File: src/rtl/core/rswd_pkg.sv
// Shared types and constants for the rounded signed 64-by-32 divider.
// No dependencies; every other file of the block imports this package.
`timescale 1ns / 1ps
`default_nettype none

package rswd_pkg;

    localparam int NUM_W         = 64;
    localparam int DEN_W         = 32;
    localparam int STAT_W        = 2;
    localparam int STEPS_PER_STG = 2;
    localparam int DIV_STAGES    = NUM_W / STEPS_PER_STG;

    // status codes
    localparam logic [STAT_W-1:0] ST_NORMAL    = 2'd0;
    localparam logic [STAT_W-1:0] ST_OVERFLOW  = 2'd1;
    localparam logic [STAT_W-1:0] ST_UNDERFLOW = 2'd2;

    // saturation values for a zero divisor
    localparam logic [NUM_W-1:0] SAT_POS = {1'b0, {(NUM_W-1){1'b1}}};
    localparam logic [NUM_W-1:0] SAT_NEG = {1'b1, {(NUM_W-1){1'b0}}};

    // word carried between divider stages
    typedef struct packed {
        logic [DEN_W-1:0] rem;      // partial remainder, below dmag for a nonzero divisor
        logic [NUM_W-1:0] nq;       // dividend bits shift out, quotient bits shift in
        logic [DEN_W-1:0] dmag;     // divisor magnitude
        logic             neg;      // quotient takes a minus sign
        logic             dzero;    // divisor was zero
        logic             num_neg;  // dividend was negative
    } t_stage;

    // finished result word
    typedef struct packed {
        logic [STAT_W-1:0] status;
        logic [NUM_W-1:0]  quotient;
    } t_result;

endpackage

`default_nettype wire

File: src/rtl/core/rswd_div_stage.sv
// One divider stage: STEPS_PER_STG restoring steps, then a register.
// Depends on rswd_pkg.
`timescale 1ns / 1ps
`default_nettype none

module rswd_div_stage
    import rswd_pkg::*;
(
    input  wire logic   i_clk,
    input  wire logic   i_rst_n,
    input  wire logic   i_en,
    input  wire logic   i_valid,
    input  wire t_stage i_data,
    output logic        o_valid,
    output t_stage      o_data
);

    logic   r_valid;
    t_stage r_data;
    t_stage n_data;

    // shift in the next dividend bit, subtract the divisor when it fits
    always_comb begin
        logic [DEN_W:0]   v_rem;
        logic [NUM_W-1:0] v_nq;
        logic             v_bit;
        v_rem  = {1'b0, i_data.rem};
        v_nq   = i_data.nq;
        v_bit  = 1'b0;
        for (int k = 0; k < STEPS_PER_STG; k++) begin
            v_rem = {v_rem[DEN_W-1:0], v_nq[NUM_W-1]};
            v_bit = (v_rem >= {1'b0, i_data.dmag});
            if (v_bit) begin
                v_rem = v_rem - {1'b0, i_data.dmag};
            end
            v_nq = {v_nq[NUM_W-2:0], v_bit};
        end
        n_data     = i_data;
        n_data.rem = v_rem[DEN_W-1:0];
        n_data.nq  = v_nq;
    end

    // advance valid
    always_ff @(posedge i_clk) begin
        if (!i_rst_n) begin
            r_valid <= 1'b0;
        end else if (i_en) begin
            r_valid <= i_valid;
        end
    end

    // advance payload
    always_ff @(posedge i_clk) begin
        if (i_en) begin
            r_data <= n_data;
        end
    end

    assign o_valid = r_valid;
    assign o_data  = r_data;

endmodule

`default_nettype wire

File: config.mk
export PLATFORM = sky130hd
export DESIGN_NAME = rswd_div_stage
export DESIGN_NICKNAME = d
export VERILOG_FILES = /design/src/rtl/core/rswd_pkg.sv /design/src/rtl/core/rswd_div_stage.sv
export SDC_FILE = /design/constraint.sdc
export NUM_CORES = 1
export LEC_CHECK = 0
export BUFFER_PORTS_ARGS = -buffer_cell sky130_fd_sc_hd__buf_4
export CORE_ASPECT_RATIO = 0.9
export CORE_MARGIN = 1.5
export CORE_UTILIZATION = 52
export CTS_CLUSTER_DIAMETER = 50
export DETAILED_ROUTE_END_ITERATION = 7
export PLACE_DENSITY = 0.82
export SLEW_MARGIN = 20
export SYNTH_ARGS = -nofsm -noshare
export SYNTH_HDL_FRONTEND = slang
export SYNTH_SLANG_ARGS = --single-unit
File: constraint.sdc
create_clock -name i_clk -period 7 [get_ports i_clk]
set_input_delay 0.7 -clock i_clk [delete_from_list [all_inputs] [get_ports i_clk]]
set_output_delay 0.7 -clock i_clk [all_outputs]
set_load 0.01 [all_outputs]
==> impl_metrics.env <==
export IMPL_die_width_microns=135
export IMPL_ys_seq_area_share_pct=48.6
export IMPL_pwr_share_clk_pct=30.4
export IMPL_required_ps=7170
export IMPL_synth_seq_cells=132
export IMPL_fin_crit_ps=6140
export IMPL_post_route_drc_count=0
export IMPL_status="finished clean"
export IMPL_viasPerCell=5.62
export IMPL_worstMarginPinSlew_ps=1020
export IMPL_setup_slack_ps=856
export IMPL_slew_viol_final=0
export IMPL_max_clock_freq_mhz=163
export IMPL_dpl_worst_slack_ps=441
export IMPL_netlist_area_sq_mm=0.00814
export IMPL_hpwl_microns=17800
export IMPL_cts_buffers=17
export IMPL_core_region_area_sq_mm=0.0154
export IMPL_p_leak_nw=4.93
export IMPL_p_int_mw=2.21
export IMPL_critPathKind="in2reg"
export IMPL_gp_congestion=0.879
export IMPL_row_count=43
export IMPL_yosysWarnings=0
export IMPL_r2r_start="o_valid"
export IMPL_grt_overflow=0
export IMPL_wire_per_inst_microns=20.1
export IMPL_final_core_util_pct=71.7
export IMPL_avgSynthCellArea_sq_um=11.4
export IMPL_reg2regPathDepth=2
export IMPL_hold_path_class="in2reg"
export IMPL_gr_usage_met2_pct=50.2
export IMPL_async_flop_share_pct=0
export IMPL_tns_ps=0
export IMPL_syn_nets=918
export IMPL_drtIter0Drc=529
export IMPL_min_from="i_data[79]"
export IMPL_grt_usage_pct=29.3
export IMPL_p_sw_mw=0.987
export IMPL_seq_power_share_pct=33.4
export IMPL_timing_rr_end="o_valid"
export IMPL_clkTransAtPathRegs_ps=60
export IMPL_synth_edff_count=131
export IMPL_clock_latency_ps=420
export IMPL_r2r_slack_ps=6400
export IMPL_nets=1195
export IMPL_met3_usage_pct=7.87
export IMPL_first_pass_iters=5
export IMPL_cts_resized=0
export IMPL_fin_crit_sh_pct=87.8
export IMPL_grt_pass1_vias=6617
export IMPL_maxCapViolCount=0
export IMPL_io_pins=267
export IMPL_wirelength_microns=24300
export IMPL_postRouteAntennaNets=0
export IMPL_synth_top_area_cell="edfxtp_1"
export IMPL_holdBufCountCts=0
export IMPL_grt_most_used_layer="met2"
export IMPL_crit_path_end_kind="register"
export IMPL_antenna_found_initial=0
export IMPL_slew_headroom_pct=31.9
export IMPL_htreeDepth=4
export IMPL_cts_path_max_buffers=2
export IMPL_grt_max_degree=83
export IMPL_hold_end="o_data[81]"
export IMPL_total_power_mw=3.19
export IMPL_cts_root_buf="clkbuf_16"
export IMPL_fin_skew_ps=0
export IMPL_grt_pass1_wl_microns=36100
export IMPL_arrival_ps=6320
export IMPL_p_per_area_mw_per_mm2=290
export IMPL_synthTopCellsByArea="edfxtp_1 (48%), ha_1 (9.8%), mux2_4 (5.0%), a21oi_1 (3.8%), xnor2_1 (3.7%)"
export IMPL_finalHoldViolCount=0
export IMPL_die_h_microns=122
export IMPL_grtUsageMet1_pct=35.8
export IMPL_switching_share_pct=30.9
export IMPL_layout_drive_gt1_share_pct=35.3
export IMPL_initial_core_util_pct=52.9
export IMPL_rsz0062_at_grt="no"
export IMPL_setup_viol=0
export IMPL_tritoncts="done"
export IMPL_worst_setup_path_start_kind="input port"
export IMPL_portBuffers=266
export IMPL_critical_path_max_fanout=26
export IMPL_synth_ff_type="edfxtp_1"
export IMPL_die_area_sq_mm=0.0164
export IMPL_diodes=0
export IMPL_yosysUniqueCellTypes=61
export IMPL_postCtsSetupRepairBufs=0
export IMPL_num_vias=6793
export IMPL_synth_cells=717
export IMPL_syn2layout_area_growth_pct=35.4
export IMPL_vdd_drop_max_v=0.000184
export IMPL_hold_depth=1
export IMPL_combPwrFrac_pct=36.2
export IMPL_synth_top_cell_area_share_pct=48.3
export IMPL_clock_sinks=132
[worst max path at each step]
| stage | from | end | cells after the start |
|---|---|---|---|
| final | i_data[10] | o_data[117] | 24 |
| after global routing | i_data[10] | o_data[117] | 24 |
| after CTS | i_data[10] | o_data[117] | 24 |
| after detailed placement | i_data[12] | o_data[120] | 24 |
| after global placement | i_data[12] | o_data[121] | 24 |
| after floorplan | i_data[10] | o_data[103] | 24 |
[routing by layer]
| layer | vias up | routed length [microns] |
|---|---|---|
| met2 | 278 | 11800 |
| met3 | 40 | 1910 |
| met4 | 0 | 678 |
| li1 | 3243 | - |
| met1 | 3232 | 9880 |
| met5 | - | 0 |
[layout make-up]
class,count,area [sq um]
sequential,132,3950
inverter,54,203
timing repair buffer,273,2080
clock buffer,17,425
fill,1122,4360
tap,202,253
clock inverter,14,201
multi-input combinational,516,3910
[stage by stage]
stage | cells | hold WS (ps) | instance area [sq um]
after CTS | 1208 | 435 | 11000
after global routing | 1208 | 428 | 11000
after detailed placement | 1177 | 516 | 10400
after global placement | 1177 | 504 | 10400
final | 1208 | 447 | 11000
after floorplan | 717 | 538 | 8140
[cell usage after synthesis (all sizes together) (11+ instances only)]
| cell type | number |
|---|---|
| inv | 54 |
| nand3 | 14 |
| xor2 | 17 |
| mux2 | 41 |
| a21o | 24 |
| nor3 | 11 |
| xnor2 | 34 |
| ha | 64 |
| nand2 | 62 |
| o21ai | 50 |
| a21oi | 62 |
| edfxtp | 131 |
| nor2 | 26 |
[sequential cells by signal (all words and copies together) (netlist names)]
register  flops
o_valid       1
o_data      131
[layout by cell type, fill, tap and decap left out, drive strengths merged, types with 4 or more instances in the layout]
master,instances
buf,273
edfxtp,131
ha,64
a21oi,62
nand2,62
inv,58
o21ai,50
mux2,41
xnor2,34
nor2,26
a21o,24
xor2,17
clkbuf,17
nand3,14
nor3,11
a211oi,9
nor2b,9
o21bai,9
nand4,8
a31oi,8
or3,6
and3,5
o31ai,5
nand2b,4
bufinv,4
[power groups by stage]
stage	Combinational (mW)	Sequential, mW	Clock (mW)
2_1_floorplan	0.667	1.13	0
3_3_place_gp	1.11	1.07	0
3_5_place_dp	1.13	1.07	0
4_1_cts	1.15	1.07	0.982
5_1_grt	1.24	1.07	1.01
6_report	1.16	1.07	0.971
[cells by family (layout without fill, tap and decap cells)]
family | Yosys count | after routing | share of synthesized area (%)
adders and majority gates | 66 | 66 | 10.3
AOI/OAI and AO/OA | 199 | 199 | 15.8
muxes | 43 | 43 | 7.16
xor gates and xnor gates | 51 | 51 | 5.49
DFF | 132 | 132 | 48.6
buffers and inverters | 69 | 358 | 3.52
and+or+nand+nor | 157 | 157 | 9.14
[critical path, stage by stage]
cell and delay [ps]:
buf_4 80, inv_1 50, ha_1 420, nand2_2 110, or3_1 370, a31o_1 210
a21boi_2 220, o2111ai_2 190, a31oi_4 290, a31oi_4 210, buf_4 300, inv_1 220
mux2_2 380, ha_1 410, nand3_1 120, or3_1 450, o21ai_0 170, a41oi_1 80
o21bai_1 200, a21oi_1 100, o21ai_0 260, o21bai_4 200, buf_12 230, mux2_4 320
Note: power is estimated with default switching activity, not from simulation.
