==> config.mk <==
export PLATFORM = sky130hd
export DESIGN_NAME = rswd_prep
export DESIGN_NICKNAME = d
export VERILOG_FILES = /design/src/rtl/core/rswd_pkg.sv /design/src/rtl/core/rswd_prep.sv
export SDC_FILE = /design/constraint.sdc
export NUM_CORES = 1
export LEC_CHECK = 0
export BUFFER_PORTS_ARGS = -buffer_cell sky130_fd_sc_hd__buf_2
export CAP_MARGIN = 25
export CORE_ASPECT_RATIO = 0.9
export CORE_MARGIN = 5
export CORE_UTILIZATION = 53
export DETAILED_ROUTE_END_ITERATION = 12
export GPL_TIMING_DRIVEN = 0
export PLACE_DENSITY = 0.92
export SLEW_MARGIN = 20
export SYNTH_ARGS = -nofsm -noshare
export SYNTH_HDL_FRONTEND = slang
export SYNTH_SLANG_ARGS = --single-unit
==> constraint.sdc <==
create_clock -name i_clk -period 6.55 [get_ports i_clk]
set_input_delay 0.3275 -clock i_clk [delete_from_list [all_inputs] [get_ports i_clk]]
set_output_delay 0.3275 -clock i_clk [all_outputs]
set_load 0.03 [all_outputs]
==> src/rtl/core/rswd_pkg.sv <==
// Shared types and constants for the rounded signed 64-by-32 divider.
// No dependencies; every other file of the block imports this package.
`timescale 1ns / 1ps
`default_nettype none

package rswd_pkg;

    localparam int NUM_W         = 64;
    localparam int DEN_W         = 32;
    localparam int STAT_W        = 2;
    localparam int STEPS_PER_STG = 2;
    localparam int DIV_STAGES    = NUM_W / STEPS_PER_STG;

    // status codes
    localparam logic [STAT_W-1:0] ST_NORMAL    = 2'd0;
    localparam logic [STAT_W-1:0] ST_OVERFLOW  = 2'd1;
    localparam logic [STAT_W-1:0] ST_UNDERFLOW = 2'd2;

    // saturation values for a zero divisor
    localparam logic [NUM_W-1:0] SAT_POS = {1'b0, {(NUM_W-1){1'b1}}};
    localparam logic [NUM_W-1:0] SAT_NEG = {1'b1, {(NUM_W-1){1'b0}}};

    // word carried between divider stages
    typedef struct packed {
        logic [DEN_W-1:0] rem;      // partial remainder, below dmag for a nonzero divisor
        logic [NUM_W-1:0] nq;       // dividend bits shift out, quotient bits shift in
        logic [DEN_W-1:0] dmag;     // divisor magnitude
        logic             neg;      // quotient takes a minus sign
        logic             dzero;    // divisor was zero
        logic             num_neg;  // dividend was negative
    } t_stage;

    // finished result word
    typedef struct packed {
        logic [STAT_W-1:0] status;
        logic [NUM_W-1:0]  quotient;
    } t_result;

endpackage

`default_nettype wire

==> src/rtl/core/rswd_prep.sv <==
// Input stage: strips operand signs and adds half the divisor for rounding.
// Depends on rswd_pkg.
`timescale 1ns / 1ps
`default_nettype none

module rswd_prep
    import rswd_pkg::*;
(
    input  wire logic             i_clk,
    input  wire logic             i_rst_n,
    input  wire logic             i_en,
    input  wire logic             i_valid,
    input  wire logic [NUM_W-1:0] i_dividend,
    input  wire logic [DEN_W-1:0] i_divisor,
    output logic                  o_valid,
    output t_stage                o_data
);

    logic   r_valid;
    t_stage r_data;
    t_stage n_data;

    // take magnitudes and add the rounding half
    always_comb begin
        logic [NUM_W-1:0] v_mag;
        logic [DEN_W-1:0] v_dmag;
        v_mag  = i_dividend[NUM_W-1] ? (NUM_W'(0) - i_dividend) : i_dividend;
        v_dmag = i_divisor[DEN_W-1] ? (DEN_W'(0) - i_divisor) : i_divisor;
        n_data.rem     = '0;
        n_data.nq      = v_mag + {{(NUM_W-DEN_W){1'b0}}, (v_dmag >> 1)};
        n_data.dmag    = v_dmag;
        n_data.neg     = i_dividend[NUM_W-1] ^ i_divisor[DEN_W-1];
        n_data.dzero   = (i_divisor == '0);
        n_data.num_neg = i_dividend[NUM_W-1];
    end

    // advance valid
    always_ff @(posedge i_clk) begin
        if (!i_rst_n) begin
            r_valid <= 1'b0;
        end else if (i_en) begin
            r_valid <= i_valid;
        end
    end

    // advance payload
    always_ff @(posedge i_clk) begin
        if (i_en) begin
            r_data <= n_data;
        end
    end

    assign o_valid = r_valid;
    assign o_data  = r_data;

endmodule

`default_nettype wire

==> qor.txt <==
outcome: completed
final worst slack: 439 ps
worst clock skew: 0 ps
reported max-cap violation count: 0
met1 WL: 10.3 mm
Avg Vias per Cell: 5.90
largest voltage drop on the vdd net: 168 uV
DR iter-0 viols: 720
CP Data Required Time: 6640 ps
combined area of all synthesized cells: 7970 sq um
post-synthesis register bit count: 100
antenna violations before repair: 3
cell area power density: 243 nW/um^2
most common library cell in the layout ignoring fill and taps: sky130_fd_sc_hd__buf_2
clk buf depth: 2
achievable frequency: 164 MHz
Synth area leader: sky130_fd_sc_hd__edfxtp_1
Finish-stage setup viols: 0
GPL Wtd Cong: 0.962
CTS tree: yes
leakage power: 3.81 nW
instance count of the mapped netlist: 823
area occupied by registers: 2990 sq um
die height: 126 microns
Worst-Margin Slew: 947 ps
via count of the routed design: 7,506
Post-synth ARST share: 0%
relative max-transition margin: 36.3%
proportion of netlist area held by the largest area contributor: 37.3%
top sig layer: met4
CTS sink cnt: 100
pin count of the biggest net entering global routing: 53
critical path capture point type: register
row count: 42
floorplan core area: 14,700 sq um
most used cells in the layout excluding fill and tap cells: sky130_fd_sc_hd__buf_2, sky130_fd_sc_hd__xnor2_1, sky130_fd_sc_hd__edfxtp_1
area used by multi-input combinational logic: 4690 sq um
Clk pin slew, worst setup/hold paths: 70 ps
reg-to-reg endpoint: o_valid$_SDFFE_PN0P_
class of the tightest hold or removal check: input port to register
met2 WL: 11.2 mm
number of optimization iterations in the first detailed-route pass: 5
number of port buffers: 197
Hold Crit Depth: 1
timing startpoint of the critical path: i_dividend[63]
Final period util: 93.3%
depth of the most critical reg-to-reg path: 2
number of enable-type register cells in the synthesized netlist: 99
sequential area share after synthesis: 37.6%
fraction of layout cells with a size suffix above 1: 25.3%
clock latency of the later-clocked register in the worst-skew pair: 340 ps
Die X: 139 microns
Die Outline Area: 17,600 sq um
post-route worst hold slack: 175 ps
biggest area contributors in the synthesized netlist: sky130_fd_sc_hd__edfxtp_1, sky130_fd_sc_hd__xnor2_1, sky130_fd_sc_hd__ha_1, sky130_fd_sc_hd__xor2_1, sky130_fd_sc_hd__buf_4
internal reg-to-reg setup slack: 5960 ps
Max Fanout on Critical Path: 10
Unique masters post-synth: 67
Yosys warning total: 0
routed length on met3: 2.18 mm
total count of max-transition violations in the final report: 0
H-tree level count: 3
source of the worst register-to-register timing path: o_valid$_SDFFE_PN0P_
Detailed Place HPWL: 19.2 mm
first-pass GRT wire length: 37.3 mm
final core utilization: 65.8%
number of global-route vias before repair: 7,163
fill cell total of the finished layout: 1,198
setup slack after placement: -317 ps
minimum clock period after layout: 6110 ps
Total Routed Length: 24.2 mm
remaining antenna violation count: 0
root buffer cell: sky130_fd_sc_hd__clkbuf_16
synthesized area divided by synthesized cell count: 9.68 sq um
Starting Density: 54.2%
Crit path arrival time: 6200 ps
Layout area overhead: 21.5%
hold violation count in the final report: 0
unrepaired setup endpoints after global routing: false
top-level I/O count: 232
overall track demand over capacity in global routing: 26.3%
Inserted Clock Buffers: 9
number of design rule violations left after detail routing: 0
type of the setup path with the least slack: input port to register
worst hold path endpoint: o_data[0]$_DFFE_PP_
detail-routed net length per standard cell: 19.0 microns
total congestion overflow after global routing: 0
top_reg_cell synth: sky130_fd_sc_hd__edfxtp_1
launching element type of the critical path: input port
total number of nets in the final design: 1,199
worst min-delay path startpoint: i_dividend[63]
-- Yosys cell counts, types with 13 or more instances --
cell                       count
sky130_fd_sc_hd__clkbuf_1     20
sky130_fd_sc_hd__a21o_1       18
sky130_fd_sc_hd__xor2_1       41
sky130_fd_sc_hd__or3_1        13
sky130_fd_sc_hd__nand3_1      16
sky130_fd_sc_hd__nor4_1       27
sky130_fd_sc_hd__nor3_1       36
sky130_fd_sc_hd__nand4_1      17
sky130_fd_sc_hd__ha_1         33
sky130_fd_sc_hd__o41ai_1      15
sky130_fd_sc_hd__o21ai_0      45
sky130_fd_sc_hd__edfxtp_1     99
sky130_fd_sc_hd__inv_1        19
sky130_fd_sc_hd__xnor2_1     108
sky130_fd_sc_hd__nor2_1       42
sky130_fd_sc_hd__a21oi_1      26
sky130_fd_sc_hd__o31ai_1      28
sky130_fd_sc_hd__nand2_1      63
sky130_fd_sc_hd__buf_4        32
-- routing by layer --
metal | GRT usage (%) | up-vias
met5 | 0 | -
met4 | 7.65 | 0
met3 | 5.83 | 43
met2 | 42.6 | 421
met1 | 35.7 | 3491
li1 | - | 3551
-- what timing repair did --
| action | 4_1_cts | 5_1_grt |
|---|---|---|
| setup buffers | 0 | 0 |
| setup endpoints to repair | 0 | 20 |
| hold buffers | 0 | 0 |
| resized for setup | 0 | 5 |
-- area by class of cell --
cell class                      count  area share (%)
Buffer                             58            3.55
Antenna cell                        5           0.129
Clock inverter                      7           0.762
Clock buffer                        9            2.33
Inverter                           19           0.737
Sequential cell                   100            30.9
Tap cell                          198            2.56
Multi-Input combinational cell    677            48.4
Timing Repair Buffer              200            10.6
-- cell families (layout without fill, tap and decap cells) --
family / Yosys count / in the layout / share of synthesized area [%]
and+or+nand+nor: 276 / 276 / 19.2
AOI/OAI and AO/OA: 184 / 184 / 16.0
xor gates and xnor gates: 149 / 149 / 16.4
DFF: 100 / 100 / 37.6
buffers and inverters: 77 / 293 / 5.17
adders and majority gates: 34 / 34 / 5.43
muxes: 2 / 2 / 0.251
other: 1 / 37 / 0.0471
-- where the power goes --
part	switching, W	total, W	leakage (nW)	internal, W
combinational	0.000625	0.000943	2.70	0.000317
sequential	0.0000255	0.000864	0.976	0.000839
clock	0.000251	0.000549	0.136	0.000298
total	0.000902	0.00236	3.81	0.00145
-- stage by stage --
| step | instances | cell area [sq um] | power [W] | TNS (ps) |
|---|---|---|---|---|
| 2_1_floorplan | 854 | 8090 | 0.00153 | 0 |
| 3_3_place_gp | 1249 | 9320 | 0.00178 | -1380 |
| 3_5_place_dp | 1251 | 9360 | 0.00180 | -1630 |
| 4_1_cts | 1267 | 9660 | 0.00235 | 0 |
| 5_1_grt | 1271 | 9680 | 0.00247 | 0 |
| 6_report | 1273 | 9680 | 0.00236 | 0 |
-- worst max-delay path by stage --
stage / endpoint / slack (ps) / depth (start not counted)
3_3_place_gp: o_data[97]$_DFFE_PP_ / -230 / 19
6_report: o_data[85]$_DFFE_PP_ / 440 / 19
5_1_grt: o_data[85]$_DFFE_PP_ / 130 / 19
3_5_place_dp: o_data[85]$_DFFE_PP_ / -320 / 19
4_1_cts: o_data[85]$_DFFE_PP_ / 20 / 19
2_1_floorplan: o_data[72]$_DFFE_PP_ / 1500 / 19
-- flip-flops by register name, summed over array words and instances (netlist names) --
| signal | count |
|---|---|
| o_data | 99 |
| o_valid | 1 |
-- worst max-delay path: stages --
cell,delay (ps)
sky130_fd_sc_hd__buf_2,90
sky130_fd_sc_hd__clkbuf_1,420
sky130_fd_sc_hd__clkbuf_1,400
sky130_fd_sc_hd__clkbuf_1,430
sky130_fd_sc_hd__clkbuf_2,360
sky130_fd_sc_hd__clkbuf_1,380
sky130_fd_sc_hd__o21ai_0,190
sky130_fd_sc_hd__xnor2_1,160
sky130_fd_sc_hd__ha_1,330
sky130_fd_sc_hd__and3_1,160
sky130_fd_sc_hd__a221oi_1,150
sky130_fd_sc_hd__nor3_1,410
sky130_fd_sc_hd__o21ai_0,220
sky130_fd_sc_hd__a311o_1,430
sky130_fd_sc_hd__o41ai_2,520
sky130_fd_sc_hd__nand2_1,330
sky130_fd_sc_hd__clkbuf_1,350
sky130_fd_sc_hd__nor4_1,410
sky130_fd_sc_hd__xnor2_1,130
Note: power is estimated with default switching activity, not from simulation.
