[config.mk]
export PLATFORM = sky130hd
export DESIGN_NAME = rswd_skid
export DESIGN_NICKNAME = d
export VERILOG_FILES = /design/src/rtl/core/rswd_pkg.sv /design/src/rtl/core/rswd_skid.sv
export SDC_FILE = /design/constraint.sdc
export NUM_CORES = 1
export LEC_CHECK = 0
export ABC_AREA = 1
export ABC_CLOCK_PERIOD_IN_PS = 6100
export BUFFER_PORTS_ARGS = -buffer_cell sky130_fd_sc_hd__buf_4
export CORE_MARGIN = 8
export CORE_UTILIZATION = 30
export DETAILED_ROUTE_END_ITERATION = 10
export PLACE_DENSITY_LB_ADDON = 0.15
export SKIP_CTS_REPAIR_TIMING = 1
export SYNTH_ARGS = -nofsm -noshare
export SYNTH_HDL_FRONTEND = slang
export SYNTH_SLANG_ARGS = --single-unit
[constraint.sdc]
create_clock -name i_clk -period 6.1 [get_ports i_clk]
set_input_delay 0.61 -clock i_clk [delete_from_list [all_inputs] [get_ports i_clk]]
set_output_delay 0.61 -clock i_clk [all_outputs]
set_load 0.01 [all_outputs]
[src/rtl/core/rswd_pkg.sv]
// Shared types and constants for the rounded signed 64-by-32 divider.
// No dependencies; every other file of the block imports this package.
`timescale 1ns / 1ps
`default_nettype none

package rswd_pkg;

    localparam int NUM_W         = 64;
    localparam int DEN_W         = 32;
    localparam int STAT_W        = 2;
    localparam int STEPS_PER_STG = 2;
    localparam int DIV_STAGES    = NUM_W / STEPS_PER_STG;

    // status codes
    localparam logic [STAT_W-1:0] ST_NORMAL    = 2'd0;
    localparam logic [STAT_W-1:0] ST_OVERFLOW  = 2'd1;
    localparam logic [STAT_W-1:0] ST_UNDERFLOW = 2'd2;

    // saturation values for a zero divisor
    localparam logic [NUM_W-1:0] SAT_POS = {1'b0, {(NUM_W-1){1'b1}}};
    localparam logic [NUM_W-1:0] SAT_NEG = {1'b1, {(NUM_W-1){1'b0}}};

    // word carried between divider stages
    typedef struct packed {
        logic [DEN_W-1:0] rem;      // partial remainder, below dmag for a nonzero divisor
        logic [NUM_W-1:0] nq;       // dividend bits shift out, quotient bits shift in
        logic [DEN_W-1:0] dmag;     // divisor magnitude
        logic             neg;      // quotient takes a minus sign
        logic             dzero;    // divisor was zero
        logic             num_neg;  // dividend was negative
    } t_stage;

    // finished result word
    typedef struct packed {
        logic [STAT_W-1:0] status;
        logic [NUM_W-1:0]  quotient;
    } t_result;

endpackage

`default_nettype wire

[src/rtl/core/rswd_skid.sv]
// Output register with a skid slot; its ready is a register output.
// Depends on rswd_pkg.
`timescale 1ns / 1ps
`default_nettype none

module rswd_skid
    import rswd_pkg::*;
(
    input  wire logic    i_clk,
    input  wire logic    i_rst_n,
    input  wire logic    i_valid,
    input  wire t_result i_data,
    output logic         o_ready,
    output logic         o_valid,
    output t_result      o_data,
    input  wire logic    i_ready
);

    logic    r_out_valid;
    logic    r_skid_valid;
    t_result r_out;
    t_result r_skid;
    logic    w_load_out;
    logic    w_load_skid;
    logic    w_drain_skid;

    // route the incoming word to the output or park it in the skid slot
    assign w_load_out   = !r_skid_valid && (!r_out_valid || i_ready);
    assign w_load_skid  = !r_skid_valid && r_out_valid && !i_ready && i_valid;
    assign w_drain_skid = r_skid_valid && i_ready;

    // control state
    always_ff @(posedge i_clk) begin
        if (!i_rst_n) begin
            r_out_valid  <= 1'b0;
            r_skid_valid <= 1'b0;
        end else begin
            if (w_load_out) begin
                r_out_valid <= i_valid;
            end
            if (w_load_skid) begin
                r_skid_valid <= 1'b1;
            end else if (w_drain_skid) begin
                r_skid_valid <= 1'b0;
            end
        end
    end

    // payload
    always_ff @(posedge i_clk) begin
        if (w_load_out) begin
            r_out <= i_data;
        end else if (w_drain_skid) begin
            r_out <= r_skid;
        end
        if (w_load_skid) begin
            r_skid <= i_data;
        end
    end

    assign o_ready = !r_skid_valid;
    assign o_valid = r_out_valid;
    assign o_data  = r_out;

endmodule

`default_nettype wire

==> flow_metrics.env, run 1 <==
export IMPL_hold_ws_ps=380
export IMPL_top_layer="met4"
export IMPL_area_growth_pct=35.6
export IMPL_yosys_warnings=0
export IMPL_synthTopCellsByArea="edfxtp_1 (79%), nand2_1 (10%), nand3_1 (6.8%), buf_4 (0.90%), buf_2 (0.80%)"
export IMPL_die_area_mm2=0.0211
export IMPL_endpoint="o_ready"
export IMPL_worst_clock_skew_ps=9.01
export IMPL_grt_antenna_before_repair=0
export IMPL_cp_data_arrival_time_ps=1780
export IMPL_vias_per_cell=4.28
export IMPL_yosysTopAreaCell="edfxtp_1"
export IMPL_utilization_pct=41.4
export IMPL_outcome="finished clean"
export IMPL_routed_wl_um=12000
export IMPL_syn_inst=369
export IMPL_layout_min_cycle_time_ps=2390
export IMPL_die_h_um=145
export IMPL_cap_violations=0
export IMPL_hold_path_class="in -> reg"
export IMPL_dp_worst_setup_slack_ps=3260
export IMPL_route_detailed_drc=0
export IMPL_floorplan_initialDensity_pct=30.5
export IMPL_drive_gt1_share_pct=33.3
export IMPL_power_leakage_uw=0.00287
export IMPL_grt_first_pass_wirelength_um=19500
export IMPL_grt_max_degree=69
export IMPL_reg2reg_depth=3
export IMPL_fmax_mhz=419
export IMPL_htreeDepth=4
export IMPL_ir_drop_mv=0.189
export IMPL_cts_sinks=134
export IMPL_drv_slew=0
export IMPL_synth_ff_latch_count=134
export IMPL_finalWorstSetupSlack_ps=3710
export IMPL_worstSetupPathType="reg -> out"
export IMPL_tightest_slew_ps=1090
export IMPL_final_hold_violation_count=0
export IMPL_finalCritPeriodShare_pct=39.1
export IMPL_netlist_area_leader_share_pct=79.0
export IMPL_r2r_end="r_skid[47]"
export IMPL_syn_nets=439
export IMPL_finalWeightedCongestion=0.666
export IMPL_firstDrtPassIters=5
export IMPL_clockBufferDepth=2
export IMPL_crit_start="r_skid_valid"
export IMPL_ys_types=14
export IMPL_clk_latency_ps=410
export IMPL_first_iter_violations=177
export IMPL_seq_area_frac_synth_pct=79.8
export IMPL_wl_met3_um=1040
export IMPL_antenna_cells=0
export IMPL_wl_met1_um=5610
export IMPL_hpwl_um=7770
export IMPL_n_fill_cell=1592
export IMPL_cp_max_fo=68
export IMPL_port_buffers=137
export IMPL_start_kind="flop"
export IMPL_r2r_start="o_valid"
export IMPL_place_area_mm2=0.00626
export IMPL_synth_flop_cell="edfxtp_1"
export IMPL_num_rows=47
export IMPL_die_x_um=145
export IMPL_syn_area_mm2=0.00502
export IMPL_rrSetupSlack_ps=3720
export IMPL_cts_tree="done"
export IMPL_relSlewSlack_pct=27.4
export IMPL_cp_required_ps=5490
export IMPL_rsz0062_at_grt="false"
export IMPL_critPathCaptureType="output pin"
export IMPL_fin_nets=579
export IMPL_min_path_cells=1
export IMPL_overflow=0
export IMPL_totalNegativeSetupSlack_ps=0
export IMPL_postLayoutCellArea_mm2=0.00681
export IMPL_wl_met2_um=5210
export IMPL_synthTopCellsByCount="nand2_1 (134), edfxtp_1 (132), nand3_1 (68), buf_2 (8)"
export IMPL_setup_violations=0
export IMPL_yosysMostFrequentCell="nand2_1"
export IMPL_grt_usage_pct=11.9
export IMPL_synth_edf_count=132
export IMPL_grt_pass1_vias=3426
export IMPL_ios=138
export IMPL_cellPowerDensity_mw_per_mm2=338
export IMPL_async_flop_share_pct=0
export IMPL_vias=3173
export IMPL_cts_clk_slew_worst_paths_ps=60
export IMPL_wl_per_cell_um=16.2
export IMPL_core_area_mm2=0.0165
export IMPL_cts_buffers=17
export IMPL_cts_root_buf="clkbuf_16"
export IMPL_syn_avg_cell_area_um2=13.6
export IMPL_antenna_left=0
## power by group
group          switching, uW  internal [uW]
logic                    125            114
registers               20.2           1090
clock network            362            593
## layout make-up
| cell class | instances | area (um2) | area share, % |
|---|---|---|---|
| Inverter | 6 | 22.5 | 0.331 |
| Timing Repair Buffer | 142 | 1070 | 15.7 |
| Clock inverter | 12 | 111 | 1.64 |
| Tap cell | 220 | 275 | 4.04 |
| Clock buffer | 20 | 437 | 6.41 |
| Sequential cell | 134 | 4000 | 58.8 |
| Multi-Input combinational cell | 208 | 893 | 13.1 |
## critical path, cell delays in order (launching register included)
cell	delay [ps]
dfxtp_1	390
inv_2	90
buf_4	580
buf_4	240
## cell usage in the layout, fill, tap and decap left out
| cell | count |
|---|---|
| clkinv_2 | 7 |
| clkinv_4 | 1 |
| a21oi_1 | 2 |
| inv_1 | 5 |
| nand2_2 | 2 |
| o21ai_4 | 1 |
| clkinv_1 | 2 |
| nor2_4 | 1 |
| edfxtp_1 | 132 |
| clkbuf_1 | 3 |
| clkbuf_16 | 17 |
| nand3_1 | 68 |
| dfxtp_1 | 2 |
| nand2_1 | 134 |
| buf_4 | 142 |
| inv_2 | 1 |
| bufinv_16 | 2 |
## sequential cells by signal, summed over array words and instances, names as in the netlist
register	count
r_skid	66
r_skid_valid	1
o_valid	1
o_data	66
## stage by stage
step	std cells	power (uW)
finish	742	2300
global route	742	2400
CTS	742	2340
detailed placement	710	1370
global placement	710	1370
floorplan	369	1230
## routing by layer
layer / up-vias / global-route usage (%)
li1: 1581 / -
met1: 1466 / 15.1
met2: 114 / 16.9
met3: 12 / 5.66
met4: 0 / 5.21
met5: - / 0
## how the worst min path moves through the flow
stage                 start           end  slack (ps)
4_1_cts          i_data[18]    r_skid[18]         350
3_3_place_gp     r_skid[15]    o_data[15]         490
5_1_grt          i_data[21]    r_skid[21]         350
6_report         i_data[18]    r_skid[18]         380
2_1_floorplan  r_skid_valid  r_skid_valid         490
3_5_place_dp     r_skid[65]    o_data[65]         500
## cell families (layout without fill, tap and decap cells)
group	count (synthesis)	count (layout)	share of synthesized area, %
DFF	134	134	79.8
buffers and inverters	27	180	2.82
and+or+nand+nor	205	205	17.1
AOI/OAI and AO/OA	3	3	0.299
Power figures use the tool's default switching activity.
==> run 2, diff against run 1 <==
- ABC_CLOCK_PERIOD_IN_PS: 6100 -> 2300
- clock period: 6.1 -> 2.3 ns (I/O delays scaled with it)
==> flow_metrics.env, run 2 (synthesis gave the netlist of run 1 again) <==
export IMPL_outcome="finished clean"
export IMPL_drv_slew=0
export IMPL_grt_max_degree=48
export IMPL_core_area_mm2=0.0165
export IMPL_start_kind="flop"
export IMPL_grt_pass1_vias=3459
export IMPL_hpwl_um=7920
export IMPL_firstDrtPassIters=4
export IMPL_tightest_slew_ps=532
export IMPL_fin_nets=648
export IMPL_port_buffers=137
export IMPL_cp_data_arrival_time_ps=1770
export IMPL_power_leakage_uw=0.00316
export IMPL_ios=138
export IMPL_cts_tree="done"
export IMPL_overflow=0
export IMPL_layout_min_cycle_time_ps=2000
export IMPL_final_cell_mix="buf_4 (147), nand2_1 (134), edfxtp_1 (132)"
export IMPL_relSlewSlack_pct=64.5
export IMPL_grt_usage_pct=11.7
export IMPL_finalCritPeriodShare_pct=87.1
export IMPL_cts_buffers=17
export IMPL_grt_first_pass_wirelength_um=19100
export IMPL_cts_clk_slew_worst_paths_ps=60
export IMPL_cp_required_ps=2070
export IMPL_first_iter_violations=163
export IMPL_worst_clock_skew_ps=8.23
export IMPL_critPathCaptureType="output pin"
export IMPL_drive_gt1_share_pct=30.7
export IMPL_worstSetupPathType="reg -> out"
export IMPL_final_common_cell="buf_4"
export IMPL_floorplan_initialDensity_pct=30.5
export IMPL_cp_max_fo=32
export IMPL_num_rows=47
export IMPL_cellPowerDensity_mw_per_mm2=845
export IMPL_setup_violations=0
export IMPL_htreeDepth=4
export IMPL_routed_wl_um=12200
export IMPL_ir_drop_mv=0.478
export IMPL_fmax_mhz=499
export IMPL_vias_per_cell=4.25
export IMPL_hold_ws_ps=16.3
export IMPL_n_fill_cell=1530
export IMPL_die_x_um=145
export IMPL_cts_sinks=134
export IMPL_wl_per_cell_um=15.1
export IMPL_vias=3439
export IMPL_reg2reg_depth=5
export IMPL_cts_root_buf="clkbuf_16"
export IMPL_finalWeightedCongestion=0.688
export IMPL_clockBufferDepth=2
export IMPL_clk_latency_ps=410
export IMPL_cap_violations=0
export IMPL_die_area_mm2=0.0211
export IMPL_antenna_cells=0
export IMPL_antenna_left=0
export IMPL_area_growth_pct=49.9
export IMPL_min_path_cells=1
export IMPL_final_hold_violation_count=0
export IMPL_hold_path_class="in -> reg"
export IMPL_rsz0062_at_grt="false"
export IMPL_totalNegativeSetupSlack_ps=0
export IMPL_route_detailed_drc=0
export IMPL_die_h_um=145
export IMPL_grt_antenna_before_repair=0
-- run 2: cell count changes in the layout (fill, tap and decap cells not counted), sizes merged --
cell	before	now
clkinvlp	0	3
inv	6	7
bufinv	2	3
buf	142	147
clkinv	10	6
dlygate4sd3	0	64
clkbuf	20	18
-- run 2: report_power, final --
| group | switching, uW | internal, uW |
|---|---|---|
| combinational | 347 | 377 |
| sequential | 54.4 | 2890 |
| clock | 999 | 1690 |
-- run 2: worst paths after layout --
path	from	slack (ps)	to
setup / recovery	r_skid_valid	300	o_ready
hold / removal	i_data[41]	20	r_skid[41]
setup reg to reg	r_skid_valid	670	o_data[60]
hold reg to reg	r_skid[13]	510	o_data[13]
-- run 2: worst max-delay path, stage by stage, from the launching register on --
cell	delay (ps)
dfxtp_1	390
inv_2	330
buf_4	430
buf_4	200
-- run 2: final cells by class --
class                           instances  area, um2  area share (%)
Clock buffer                           18        429            5.70
Clock inverter                         13        158            2.09
Inverter                                6       22.5           0.299
Multi-Input combinational cell        208        893            11.9
Sequential cell                       134       4000            53.2
Tap cell                              220        275            3.66
Timing Repair Buffer                  211       1740            23.2
-- run 2: routing by layer --
layer | track usage (%) | share of wire (%) | vias to the layer above
li1 | - | - | 1717
met1 | 14.1 | 47 | 1602
met2 | 17.5 | 44 | 109
met3 | 5.94 | 7.1 | 11
met4 | 4.22 | 1.1 | 0
met5 | 0 | 0 | -
-- run 2: through the flow --
step / utilization, % / setup WS, ps / instance area [um2] / std cells / total power, uW
3_3_place_gp: 38.3 / 706 / 6300 / 715 / 3640
4_1_cts: 41.8 / 268 / 6890 / 746 / 6360
5_1_grt: 45.7 / 185 / 7530 / 810 / 6620
6_report: 45.7 / 296 / 7530 / 810 / 6360
3_5_place_dp: 38.3 / 653 / 6300 / 715 / 3650
2_1_floorplan: - / 235 / 5040 / 369 / 3260
